File: config.mk
export PLATFORM = sky130hd
export DESIGN_NAME = pnm_sample_to_rgba8
export DESIGN_NICKNAME = d
export VERILOG_FILES = /design/src/hdl/pnm_pkg.sv /design/src/hdl/pnm_prep.sv /design/src/hdl/pnm_div_cell.sv /design/src/hdl/pnm_sample_to_rgba8.sv
export SDC_FILE = /design/constraint.sdc
export NUM_CORES = 2
export LEC_CHECK = 0
export ABC_AREA = 1
export CORE_UTILIZATION = 60
export DETAILED_ROUTE_END_ITERATION = 8
export DONT_BUFFER_PORTS = 1
export MAX_ROUTING_LAYER = met4
export PLACE_DENSITY = 0.76
export SKIP_LAST_GASP = 1
export SYNTH_ARGS = -nofsm -noshare
export SYNTH_HDL_FRONTEND = slang
export SYNTH_SLANG_ARGS = --single-unit
export TNS_END_PERCENT = 10
File: constraint.sdc
create_clock -name clk -period 8.75 [get_ports clk]
set_input_delay 0 -clock clk [delete_from_list [all_inputs] [get_ports clk]]
set_output_delay 0 -clock clk [all_outputs]
set_load 0.02 [all_outputs]
File: src/hdl/pnm_pkg.sv
// Shared types, constants and helpers for the PNM sample to RGBA8 converter.
// Depends on nothing; every module in hdl/ imports it.
package pnm_pkg;

    localparam int CHAN_W          = 16;   // width of one input sample field
    localparam int OUT_W           = 8;    // width of one output channel
    localparam int MAX_W           = 16;   // width of maxval
    localparam int QUO_BITS        = 8;    // quotient bits, one per divider cell
    localparam int LANES           = 4;    // red, green, blue, alpha
    localparam int SAMPLE_BITS_DEF = 16;
    localparam int PADDR_W         = 3;
    localparam int PDATA_W         = 32;

    localparam logic [OUT_W-1:0] FULL8 = 8'hFF;
    localparam logic [OUT_W-1:0] ZERO8 = 8'h00;

    typedef enum logic [1:0] {
        FMT_BITMAP = 2'd0,
        FMT_GRAY   = 2'd1,
        FMT_RGB    = 2'd2,
        FMT_RGBA   = 2'd3
    } pix_fmt_t;

    // register index, taken from paddr[2]
    typedef enum logic [0:0] {
        REG_FORMAT = 1'b0,
        REG_MAX    = 1'b1
    } reg_idx_t;

    localparam pix_fmt_t          FORMAT_RST = FMT_RGB;
    localparam logic [MAX_W-1:0]  MAX_RST    = 16'd255;

    typedef enum logic [1:0] {
        LANE_DIV  = 2'd0,    // result comes from the divider
        LANE_ZERO = 2'd1,    // forced 0
        LANE_FULL = 2'd2     // forced 255
    } lane_mode_t;

    typedef struct packed {
        lane_mode_t          mode;
        logic [MAX_W-1:0]    rem;   // partial remainder, below maxval in a lane that divides
        logic [QUO_BITS-1:0] low;   // dividend bits not yet brought down
        logic [QUO_BITS-1:0] quo;   // quotient bits produced so far
    } lane_t;

    typedef struct packed {
        lane_t [LANES-1:0] lanes;
        logic              over;
    } cell_word_t;

    function automatic logic [OUT_W-1:0] lane_value(lane_t l);
        logic [OUT_W-1:0] v;
        v = l.quo;
        unique case (l.mode)
            LANE_ZERO: v = ZERO8;
            LANE_FULL: v = FULL8;
            default:   v = l.quo;
        endcase
        return v;
    endfunction

endpackage

File: src/hdl/pnm_prep.sv
// Entry stage: masks samples, picks lanes by pixel format, checks range and
// forms the v*255 dividend for the divider chain. Uses pnm_pkg.
module pnm_prep #(
    parameter int SAMPLE_BITS = pnm_pkg::SAMPLE_BITS_DEF
) (
    input  logic                         clk,
    input  logic                         rst_n,
    input  logic                         advance,
    input  logic                         in_valid,
    input  logic [pnm_pkg::CHAN_W-1:0]   chan0,
    input  logic [pnm_pkg::CHAN_W-1:0]   chan1,
    input  logic [pnm_pkg::CHAN_W-1:0]   chan2,
    input  logic [pnm_pkg::CHAN_W-1:0]   chan3,
    input  pnm_pkg::pix_fmt_t            pixel_format,
    input  logic [pnm_pkg::MAX_W-1:0]    maxval,
    output logic                         out_valid,
    output pnm_pkg::cell_word_t          out_word
);
    import pnm_pkg::*;

    localparam logic [CHAN_W-1:0] SAMPLE_MASK = CHAN_W'((33'd1 << SAMPLE_BITS) - 33'd1);

    logic       valid_reg;
    cell_word_t word_reg;
    cell_word_t word_next;
    lane_t      l0;
    lane_t      l1;
    lane_t      l2;
    lane_t      l3;
    logic       o0;
    logic       o1;
    logic       o2;
    logic       o3;

    function automatic lane_t scale_lane(logic [CHAN_W-1:0] raw, logic [MAX_W-1:0] mx,
                                         output logic over);
        lane_t                      l;
        logic [CHAN_W-1:0]          s;
        logic [CHAN_W+OUT_W-1:0]    prod;
        s    = raw & SAMPLE_MASK;
        prod = {s, 8'h00} - {8'h00, s};   // s * 255
        over = (s > mx);
        l.rem  = MAX_W'(prod[CHAN_W+OUT_W-1:OUT_W]);
        l.low  = prod[QUO_BITS-1:0];
        l.quo  = '0;
        if (over)
            l.mode = LANE_FULL;
        else if (s == '0)
            l.mode = LANE_ZERO;       // also covers maxval of zero
        else
            l.mode = LANE_DIV;
        return l;
    endfunction

    always_comb
    begin
        l0 = scale_lane(chan0, maxval, o0);
        l1 = scale_lane(chan1, maxval, o1);
        l2 = scale_lane(chan2, maxval, o2);
        l3 = scale_lane(chan3, maxval, o3);
        word_next.lanes[3]          = l3;
        word_next.lanes[3].mode     = LANE_FULL;
        word_next.over              = 1'b0;
        unique case (pixel_format)
            FMT_BITMAP:
            begin
                word_next.lanes[0]      = l0;
                word_next.lanes[0].mode = chan0[0] ? LANE_ZERO : LANE_FULL;
                word_next.lanes[1]      = word_next.lanes[0];
                word_next.lanes[2]      = word_next.lanes[0];
            end
            FMT_GRAY:
            begin
                word_next.lanes[0] = l0;
                word_next.lanes[1] = l0;
                word_next.lanes[2] = l0;
                word_next.over     = o0;
            end
            FMT_RGB:
            begin
                word_next.lanes[0] = l0;
                word_next.lanes[1] = l1;
                word_next.lanes[2] = l2;
                word_next.over     = o0 | o1 | o2;
            end
            default:
            begin
                word_next.lanes[0] = l0;
                word_next.lanes[1] = l1;
                word_next.lanes[2] = l2;
                word_next.lanes[3] = l3;
                word_next.over     = o0 | o1 | o2 | o3;
            end
        endcase
    end

    always_ff @(posedge clk or negedge rst_n)
    begin
        if (!rst_n)
            valid_reg <= 1'b0;
        else if (advance)
            valid_reg <= in_valid;
    end

    always_ff @(posedge clk)
    begin
        if (advance && in_valid)
            word_reg <= word_next;
    end

    assign out_valid = valid_reg;
    assign out_word  = word_reg;

endmodule

File: src/hdl/pnm_div_cell.sv
// One cell of the divider chain: brings down one dividend bit and makes one
// quotient bit in each of the four lanes. Uses pnm_pkg.
module pnm_div_cell (
    input  logic                        clk,
    input  logic                        rst_n,
    input  logic                        advance,
    input  logic                        in_valid,
    input  pnm_pkg::cell_word_t         in_word,
    input  logic [pnm_pkg::MAX_W-1:0]   divisor,
    output logic                        out_valid,
    output pnm_pkg::cell_word_t         out_word
);
    import pnm_pkg::*;

    logic       valid_reg;
    cell_word_t word_reg;
    cell_word_t word_next;

    always_comb
    begin
        logic [MAX_W:0] trial;
        logic [MAX_W:0] diff;
        logic           take;
        word_next = in_word;
        for (int i = 0; i < LANES; i++)
        begin
            trial = {in_word.lanes[i].rem, in_word.lanes[i].low[QUO_BITS-1]};
            diff  = trial - {1'b0, divisor};
            take  = (trial >= {1'b0, divisor});
            word_next.lanes[i].rem = take ? diff[MAX_W-1:0] : trial[MAX_W-1:0];
            word_next.lanes[i].low = {in_word.lanes[i].low[QUO_BITS-2:0], 1'b0};
            word_next.lanes[i].quo = {in_word.lanes[i].quo[QUO_BITS-2:0], take};
        end
    end

    always_ff @(posedge clk or negedge rst_n)
    begin
        if (!rst_n)
            valid_reg <= 1'b0;
        else if (advance)
            valid_reg <= in_valid;
    end

    always_ff @(posedge clk)
    begin
        if (advance && in_valid)
            word_reg <= word_next;
    end

    assign out_valid = valid_reg;
    assign out_word  = word_reg;

endmodule

File: src/hdl/pnm_sample_to_rgba8.sv
// Top level of the PNM sample to RGBA8 converter: APB registers, entry stage,
// divider cell chain and output register. Uses pnm_pkg, pnm_prep, pnm_div_cell.
//
// Takes one PNM pixel per clock and gives one 8-bit RGBA word per clock while
// out_ready stays high, in order, through one entry stage, eight divider cells
// (one quotient bit of floor(v*255/maxval) each) and the output register.
// Each stage moves on whenever the one after it is empty or moving, so gaps
// close up under output back-pressure and in_ready stays high while any
// stage has room. Outside bitmap, samples above maxval give 255 and set over_range.
// Write pixel_format (0x0) and maxval (0x4) only while the block is idle.
module pnm_sample_to_rgba8 #(
    parameter int SAMPLE_BITS = pnm_pkg::SAMPLE_BITS_DEF
) (
    input  logic                          clk,
    input  logic                          rst_n,
    input  logic                          in_valid,
    output logic                          in_ready,
    input  logic [pnm_pkg::CHAN_W-1:0]    chan0,
    input  logic [pnm_pkg::CHAN_W-1:0]    chan1,
    input  logic [pnm_pkg::CHAN_W-1:0]    chan2,
    input  logic [pnm_pkg::CHAN_W-1:0]    chan3,
    output logic                          out_valid,
    input  logic                          out_ready,
    output logic [pnm_pkg::OUT_W-1:0]     red,
    output logic [pnm_pkg::OUT_W-1:0]     green,
    output logic [pnm_pkg::OUT_W-1:0]     blue,
    output logic [pnm_pkg::OUT_W-1:0]     alpha,
    output logic                          over_range,
    input  logic                          psel,
    input  logic                          penable,
    input  logic                          pwrite,
    input  logic [pnm_pkg::PADDR_W-1:0]   paddr,
    input  logic [pnm_pkg::PDATA_W-1:0]   pwdata,
    output logic [pnm_pkg::PDATA_W-1:0]   prdata,
    output logic                          pready
);
    import pnm_pkg::*;

    pix_fmt_t          pixel_format_reg;
    logic [MAX_W-1:0]  maxval_reg;
    reg_idx_t          reg_idx;
    logic              cfg_write;

    logic              link_valid [0:QUO_BITS];
    cell_word_t        link_word  [0:QUO_BITS];
    logic [QUO_BITS:0] adv;
    logic              prep_adv;

    logic              out_valid_reg;
    logic [OUT_W-1:0]  red_reg;
    logic [OUT_W-1:0]  green_reg;
    logic [OUT_W-1:0]  blue_reg;
    logic [OUT_W-1:0]  alpha_reg;
    logic              over_reg;

    // ---- configuration port
    assign pready    = 1'b1;
    assign reg_idx   = reg_idx_t'(paddr[2]);
    assign cfg_write = psel && penable && pwrite && pready;

    always_ff @(posedge clk or negedge rst_n)
    begin
        if (!rst_n)
        begin
            pixel_format_reg <= FORMAT_RST;
            maxval_reg       <= MAX_RST;
        end
        else if (cfg_write)
        begin
            unique case (reg_idx)
                REG_FORMAT: pixel_format_reg <= pix_fmt_t'(pwdata[1:0]);
                REG_MAX:    maxval_reg       <= pwdata[MAX_W-1:0];
                default:    maxval_reg       <= maxval_reg;
            endcase
        end
    end

    always_comb
    begin
        unique case (reg_idx)
            REG_FORMAT: prdata = {{(PDATA_W-2){1'b0}}, pixel_format_reg};
            REG_MAX:    prdata = {{(PDATA_W-MAX_W){1'b0}}, maxval_reg};
            default:    prdata = '0;
        endcase
    end

    // ---- stage enables: a stage moves when the next one is empty or moving
    always_comb
    begin
        adv[QUO_BITS] = !out_valid_reg || out_ready;
        for (int k = QUO_BITS - 1; k >= 0; k--)
            adv[k] = !link_valid[k+1] || adv[k+1];
        prep_adv = !link_valid[0] || adv[0];
    end

    assign in_ready = prep_adv;

    pnm_prep #(
        .SAMPLE_BITS (SAMPLE_BITS)
    ) u_prep (
        .clk          (clk),
        .rst_n        (rst_n),
        .advance      (prep_adv),
        .in_valid     (in_valid),
        .chan0        (chan0),
        .chan1        (chan1),
        .chan2        (chan2),
        .chan3        (chan3),
        .pixel_format (pixel_format_reg),
        .maxval       (maxval_reg),
        .out_valid    (link_valid[0]),
        .out_word     (link_word[0])
    );

    for (genvar k = 0; k < QUO_BITS; k++)
    begin : g_cell
        pnm_div_cell u_cell (
            .clk       (clk),
            .rst_n     (rst_n),
            .advance   (adv[k]),
            .in_valid  (link_valid[k]),
            .in_word   (link_word[k]),
            .divisor   (maxval_reg),
            .out_valid (link_valid[k+1]),
            .out_word  (link_word[k+1])
        );
    end

    // ---- output register
    always_ff @(posedge clk or negedge rst_n)
    begin
        if (!rst_n)
            out_valid_reg <= 1'b0;
        else if (adv[QUO_BITS])
            out_valid_reg <= link_valid[QUO_BITS];
    end

    always_ff @(posedge clk)
    begin
        if (adv[QUO_BITS] && link_valid[QUO_BITS])
        begin
            red_reg   <= lane_value(link_word[QUO_BITS].lanes[0]);
            green_reg <= lane_value(link_word[QUO_BITS].lanes[1]);
            blue_reg  <= lane_value(link_word[QUO_BITS].lanes[2]);
            alpha_reg <= lane_value(link_word[QUO_BITS].lanes[3]);
            over_reg  <= link_word[QUO_BITS].over;
        end
    end

    assign out_valid  = out_valid_reg;
    assign red        = red_reg;
    assign green      = green_reg;
    assign blue       = blue_reg;
    assign alpha      = alpha_reg;
    assign over_range = over_reg;

    // ---- assertions
    a_accept_fills_entry: assert property (@(posedge clk) disable iff (!rst_n)
        in_valid && in_ready |=> link_valid[0])
        else $error("accepted word did not reach entry stage");

    a_bitmap_clean: assert property (@(posedge clk) disable iff (!rst_n)
        out_valid && pixel_format_reg == FMT_BITMAP |->
            !over_range && red == green && green == blue && alpha == FULL8)
        else $error("bitmap word malformed");

    a_gray_equal: assert property (@(posedge clk) disable iff (!rst_n)
        out_valid && pixel_format_reg == FMT_GRAY |-> red == green && green == blue)
        else $error("gray word channels differ");

    a_alpha_opaque: assert property (@(posedge clk) disable iff (!rst_n)
        out_valid && pixel_format_reg != FMT_RGBA |-> alpha == FULL8)
        else $error("alpha not opaque outside rgba");

endmodule

# Yosys cells after proc, flatten, opt, wreduce, memory -nomap -nowiden
# Index checks and enable logic that the tools add are counted.
dict set report totals {
  word_cells 323
  in_bits 106
  out_inout_bits 68
  register_bits 942
}
dict set report classes {
  mux 43
  reduce_logical 40
  n_addsub 32
  n_eq_ne 10
  order_cmp 36
  bitwise_logic 4
}
# operator n
set ops {}
lappend ops {{17-bit by 16-bit greater-or-equal comparator with 1-bit output} 32}
lappend ops {{16-bit 2-to-1 mux} 28}
lappend ops {{16-bit subtractor} 28}
lappend ops {{102-bit case mux with 2 select lines} 1}
lappend ops {{24-bit by 16-bit subtractor with 24-bit output} 4}
lappend ops {{16-bit greater-than comparator} 4}
lappend ops {{16-bit logical NOT} 4}
lappend ops {{32-bit case mux with 2 select lines} 1}
lappend ops {{8-bit case mux with 2 select lines} 4}
lappend ops {{1-bit logical AND} 12}
lappend ops {{2-bit by 1-bit equality test with 1-bit output, second input constant} 5}
lappend ops {{2-bit equality test, second input constant} 5}
lappend ops {{1-bit logical NOT} 10}
lappend ops {{1-bit logical OR} 10}
lappend ops {{2-bit 2-to-1 mux} 4}
lappend ops {{1-bit 2-to-1 mux} 4}
lappend ops {{2-bit AND reduction} 2}
lappend ops {{4-bit OR reduction} 1}
lappend ops {{1-bit bitwise OR} 3}
lappend ops {{1-bit case mux with 3 select lines} 1}
lappend ops {{2-bit logical NOT} 1}
lappend ops {{1-bit NOT} 1}

# Logic depth before layout (Yosys ltp)
dict set report logic_depth {
  depth_word 12
  ltp_mapped 15
  ltp_nobuf 15
}

# By module
# From an unflattened synthesis, not the netlist that was laid out.
dict set report hier_totals {
  cells_unflattened 11130
  hier_area_um2 86459.2
}
# mod cells_each instances seq_area_each_um2 area_each_um2
set modules_own_cells {}
lappend modules_own_cells {{pnm_div_cell at g_cell[1].u_cell ...} 1198 4 4018.9 9347.7}
lappend modules_own_cells {pnm_prep 1298 1 3178.0 9531.6}
lappend modules_own_cells {{pnm_div_cell at g_cell[4].u_cell} 1202 1 4018.9 9293.9}
lappend modules_own_cells {{pnm_div_cell at g_cell[7].u_cell} 1192 1 4018.9 9273.9}
lappend modules_own_cells {{pnm_div_cell at g_cell[0].u_cell} 1192 1 4018.9 9258.9}
lappend modules_own_cells {{pnm_div_cell at g_cell[3].u_cell} 1183 1 4018.9 9212.6}
lappend modules_own_cells {pnm_sample_to_rgba8 271 1 1477.7 2497.4}

# Worst setup path before layout
# Ideal clock, no wire load.
dict set report synth_timing {
  path_kind {flip-flop to flip-flop}
  start {register out_valid_reg (netlist: out_valid)}
  end {register g_cell[1].u_cell.word_reg (netlist bit g_cell[1].u_cell.out_word[0]) (enable)}
  slack_ns 2.831
  arrival_ns 5.348
  setup_ns 0.572
  stages_incl_launch_ff 8
  path_buffers 0
  required_ns 8.178
  synth_period_minus_slack_ns 5.919
  cell_sequence {dfrtp_1 -> inv_1 -> nor2_2 -> nand4_1 -> nor2_1 -> nand4_1 -> inv_1 -> nor2_1}
}
dict set report synth_via {
  elab_chain_cells 10
}
# item line_no
set synth_lines {}
lappend synth_lines {{from (decl)} pnm_sample_to_rgba8.sv:49} ;# logic out_valid_reg;
lappend synth_lines {{from (signal assigned)} pnm_sample_to_rgba8.sv:135} ;# out_valid_reg <= link_valid[QUO_BITS];
lappend synth_lines {{1-bit logical NOT} pnm_sample_to_rgba8.sv:90} ;# adv[QUO_BITS] = !out_valid_reg || out_ready;
lappend synth_lines {{1-bit logical OR} pnm_sample_to_rgba8.sv:90}
lappend synth_lines {{1-bit logical OR (7 in a row)} pnm_sample_to_rgba8.sv:92} ;# adv[k] = !link_valid[k+1] || adv[k+1];
lappend synth_lines {{1-bit logical AND} pnm_div_cell.sv:46} ;# if (advance && in_valid)
lappend synth_lines {{to (signal assigned)} pnm_div_cell.sv:47} ;# word_reg <= word_next;
lappend synth_lines {{to (decl)} pnm_div_cell.sv:16} ;# cell_word_t word_reg;
# Every way passes these cells.
# A chain may end at the register's enable or synchronous reset.

# Final worst setup path
dict set report layout_timing {
  start {register out_valid_reg (netlist: out_valid)}
  end {register u_prep.word_reg (netlist bit u_prep.out_word[44]) (enable)}
}
dict set report layout_via {
  elab_chain_cells 12
}
# item line_no
set layout_lines {}
lappend layout_lines {{1-bit logical NOT} pnm_sample_to_rgba8.sv:90}
lappend layout_lines {{1-bit logical OR} pnm_sample_to_rgba8.sv:90}
lappend layout_lines {{1-bit logical OR (8 in a row)} pnm_sample_to_rgba8.sv:92}
lappend layout_lines {{1-bit logical OR} pnm_sample_to_rgba8.sv:93} ;# prep_adv = !link_valid[0] || adv[0];
lappend layout_lines {{named net in_ready} pnm_sample_to_rgba8.sv:17} ;# output logic in_ready,
lappend layout_lines {{1-bit logical AND} pnm_prep.sv:107} ;# if (advance && in_valid)
lappend layout_lines {{to (signal assigned)} pnm_prep.sv:108} ;# word_reg <= word_next;
lappend layout_lines {{to (decl)} pnm_prep.sv:24} ;# cell_word_t word_reg;
# The timed path passes the listed nets, and every way through them passes these cells.

==> results_dict.tcl <==
set metrics [dict create \
    status "finished, final reports clean" \
    ir_worst_vdd_v 0.0002261 \
    finalHoldViolCount 0 \
    nets 9028 \
    slew_viol_final 0 \
    p_per_area_nw_per_um2 356.2 \
    fin_setup_tns_ns 0 \
    antenna_found_initial 3 \
    drt_wl_total_um 177700 \
    dp_cells 9488 \
    cts_root_buf "clkbuf_16" \
    tightest_slew_ns 1.260 \
    drt_iter0_drc 4849 \
    slowest_stage "nor2_1" \
    reg2reg_to "u_prep.out_word[44]" \
    track_usage_pct 32.15 \
    async_flop_share_pct 2.972 \
    avgSynthCellArea_um2 8.320 \
    busiest_layer "met2" \
    dieHeight_um 336.8 \
    hold_depth 3 \
    ys_ff_latch 942 \
    grt_use_met2_pct 47.81 \
    grt_use_met3_pct 4.618 \
    ys_warn_count 0 \
    largest_register_ff_count 776 \
    cp_top_family "simple AND/OR/NAND/NOR gates" \
    synth_edf_count 914 \
    endpoint_kind "flop" \
    htree_num_levels 3 \
    critPathKind "reg -> reg" \
    final_util_pct 66.35 \
    cts_setup_buffers 0 \
    whs_ns 0.03516 \
    cts_tree "yes" \
    rsz0062_at_grt "false" \
    period_needed_ns 4.342 \
    clockBufferDepth 3 \
    place.port_buffers 0 \
    syn_area_um2 67260 \
    setup_viol 0 \
    seq_area_frac_synth_pct 41.87 \
    ctsHoldBuffers 176 \
    die-area_um2 113400 \
    p_leak_nw 35.69 \
    core_um2 111000 \
    crit_chain "inv_1 > nor2_2 > nand4_1 > nor2_1 > nand4_1 > nor2_1 > nand2_1 > nand2_1 > inv_4 > buf_4" \
    cp-start-kind "flop" \
    netlist_instances 8084 \
    hold-path-endpoint "maxval_reg[14]" \
    yosysUniqueCellTypes 51 \
    final_cell_mix "2495 x nand2_1, 914 x edfxtp_1, 843 x nand3_1, 730 x inv_1, 616 x ha_1" \
    area_growth_pct 9.486 \
    crit_path_max_fanout 65 \
    crit_buf_inv 3 \
    rows 122 \
    grt_pass1_wl_um 278000 \
    drive_gt1_share_pct 6.019 \
    post_cts_resize_count 0 \
    firstDrtPassIters 8 \
    slowest_delay_ns 0.55 \
    cts_buffers 100 \
    vias 56210 \
    vias_per_cell 5.708 \
    place_congestion 0.9876 \
    ios 174 \
    pre_cts_slack_ns 4.603 \
    reg2reg_slack_ns 4.41 \
    ant_nets 0 \
    drc_errors 0 \
    grt-ovfl-total 0 \
    p_total_mw 26.23 \
    clk_pin_slew_ns 0.06 \
    hold_start "pwdata[14]" \
    gr-usage-met1_pct 43.90 \
    stdcell_count 9848 \
    fin_worst_skew_ns 0.04078 \
    initial_core_util_pct 60.61 \
    ys.flop_type "edfxtp_1" \
    postPlaceCellArea_um2 68470 \
    crit_required_ns 9.06 \
    min_period_over_period_pct 49.63 \
    cts.sinks 942 \
    reg2reg_depth 10 \
    r2r-start "out_valid" \
    max_freq_mhz 230.3 \
    slew_headroom_pct 15.82 \
    cp_data_arrival_time_ns 4.66 \
    layout_commonest_cell "nand2_1" \
    clk_latency_ns 0.71 \
    drv_cap 0 \
    hp-class "in -> reg" \
    hpwl_um 125100 \
    wl_per_cell_um 18.05 \
    finalInstanceArea_um2 73640 \
    die_w_um 336.8 \
    grt_pass1_vias 52510 \
    layout_setup_ws_ns 4.408 \
    grt_max_degree 72 \
]
## layer usage
| layer | share of wire (%) | wire (µm) |
|---|---|---|
| met2 | 43 | 76350 |
| met3 | 7.7 | 13620 |
| met5 | 0 | 0 |
| met4 | 4.5 | 8002 |
| met1 | 45 | 79770 |
## worst reg2reg max path, cell delays in order, from the launching register on
cell     delay, ns
dfrtp_1       0.48
inv_1         0.10
nor2_2        0.21
nand4_1       0.34
nor2_1        0.55
nand4_1       0.46
nor2_1        0.45
nand2_1       0.40
nand2_1       0.26
inv_4         0.22
buf_4         0.42
## cells in the mapped netlist, types with 16 or more instances
cell type / number / area, µm²
xor2_1: 237 / 2076
nand2_4: 43 / 484.2
nor4_1: 29 / 181.4
a21oi_1: 493 / 2467
nand4_1: 87 / 544.3
edfxtp_1: 914 / 27450
xnor2_1: 54 / 473.0
buf_6: 28 / 315.3
o21ai_0: 238 / 1191
nor3_1: 79 / 395.4
nand2_2: 114 / 713.2
nor3_4: 16 / 260.3
buf_4: 37 / 277.8
inv_2: 34 / 127.6
dfrtp_1: 19 / 475.5
a21o_1: 114 / 855.8
fa_1: 28 / 560.5
inv_1: 751 / 2819
o21ai_2: 28 / 245.2
nand2_1: 2495 / 9365
buf_2: 38 / 190.2
o21bai_1: 60 / 450.4
ha_1: 616 / 7707
nand3_1: 843 / 4219
nor2_1: 562 / 2110
## power breakdown
part,total [mW],leakage [nW],internal [mW],switching (mW)
Sequential,8.37,9.31,7.36,1.02
Combinational,13.5,24.7,4.64,8.87
Clock,4.34,1.64,2.56,1.78
Total,26.2,35.7,14.6,11.7
## cells by family (layout without fill, tap and decap cells)
logic type	count (synthesis)	count (layout)	share of synthesized area [%]
adder cells (fa/ha/maj)	644	644	12.29
AO/OA/AOI/OAI	973	973	8.234
XOR/XNOR	291	291	3.790
buffers and inverters	913	1171	5.849
AND/OR/NAND/NOR	4319	4319	27.96
flip-flops	942	942	41.87
other	2	20	0.01117
## worst max path at each step
| stage | end | slack (ns) | depth (start not counted) | from |
|---|---|---|---|---|
| final | u_prep.out_word[44] | 4.41 | 10 | out_valid |
| after global routing | u_prep.out_word[84] | 4.25 | 10 | out_valid |
| after CTS | u_prep.out_word[81] | 4.59 | 10 | out_valid |
| after detailed placement | u_prep.out_word[98] | 4.60 | 10 | out_valid |
| after global placement | u_prep.out_word[98] | 4.62 | 10 | out_valid |
| after floorplan | g_cell[1].u_cell.out_word[0] | 2.83 | 7 | out_valid |
## area by class of cell
cell class / instances / area [µm²]
Inverter: 785 / 2970
Clock inverter: 63 / 750.7
Fill cell: 9206 / 37340
Clock buffer: 118 / 2623
Antenna cell: 3 / 7.507
Multi-Input combinational cell: 6244 / 35260
Timing Repair Buffer: 205 / 1999
Tap cell: 1488 / 1862
Sequential cell: 942 / 28170
Note: power is estimated with default switching activity, not from simulation.
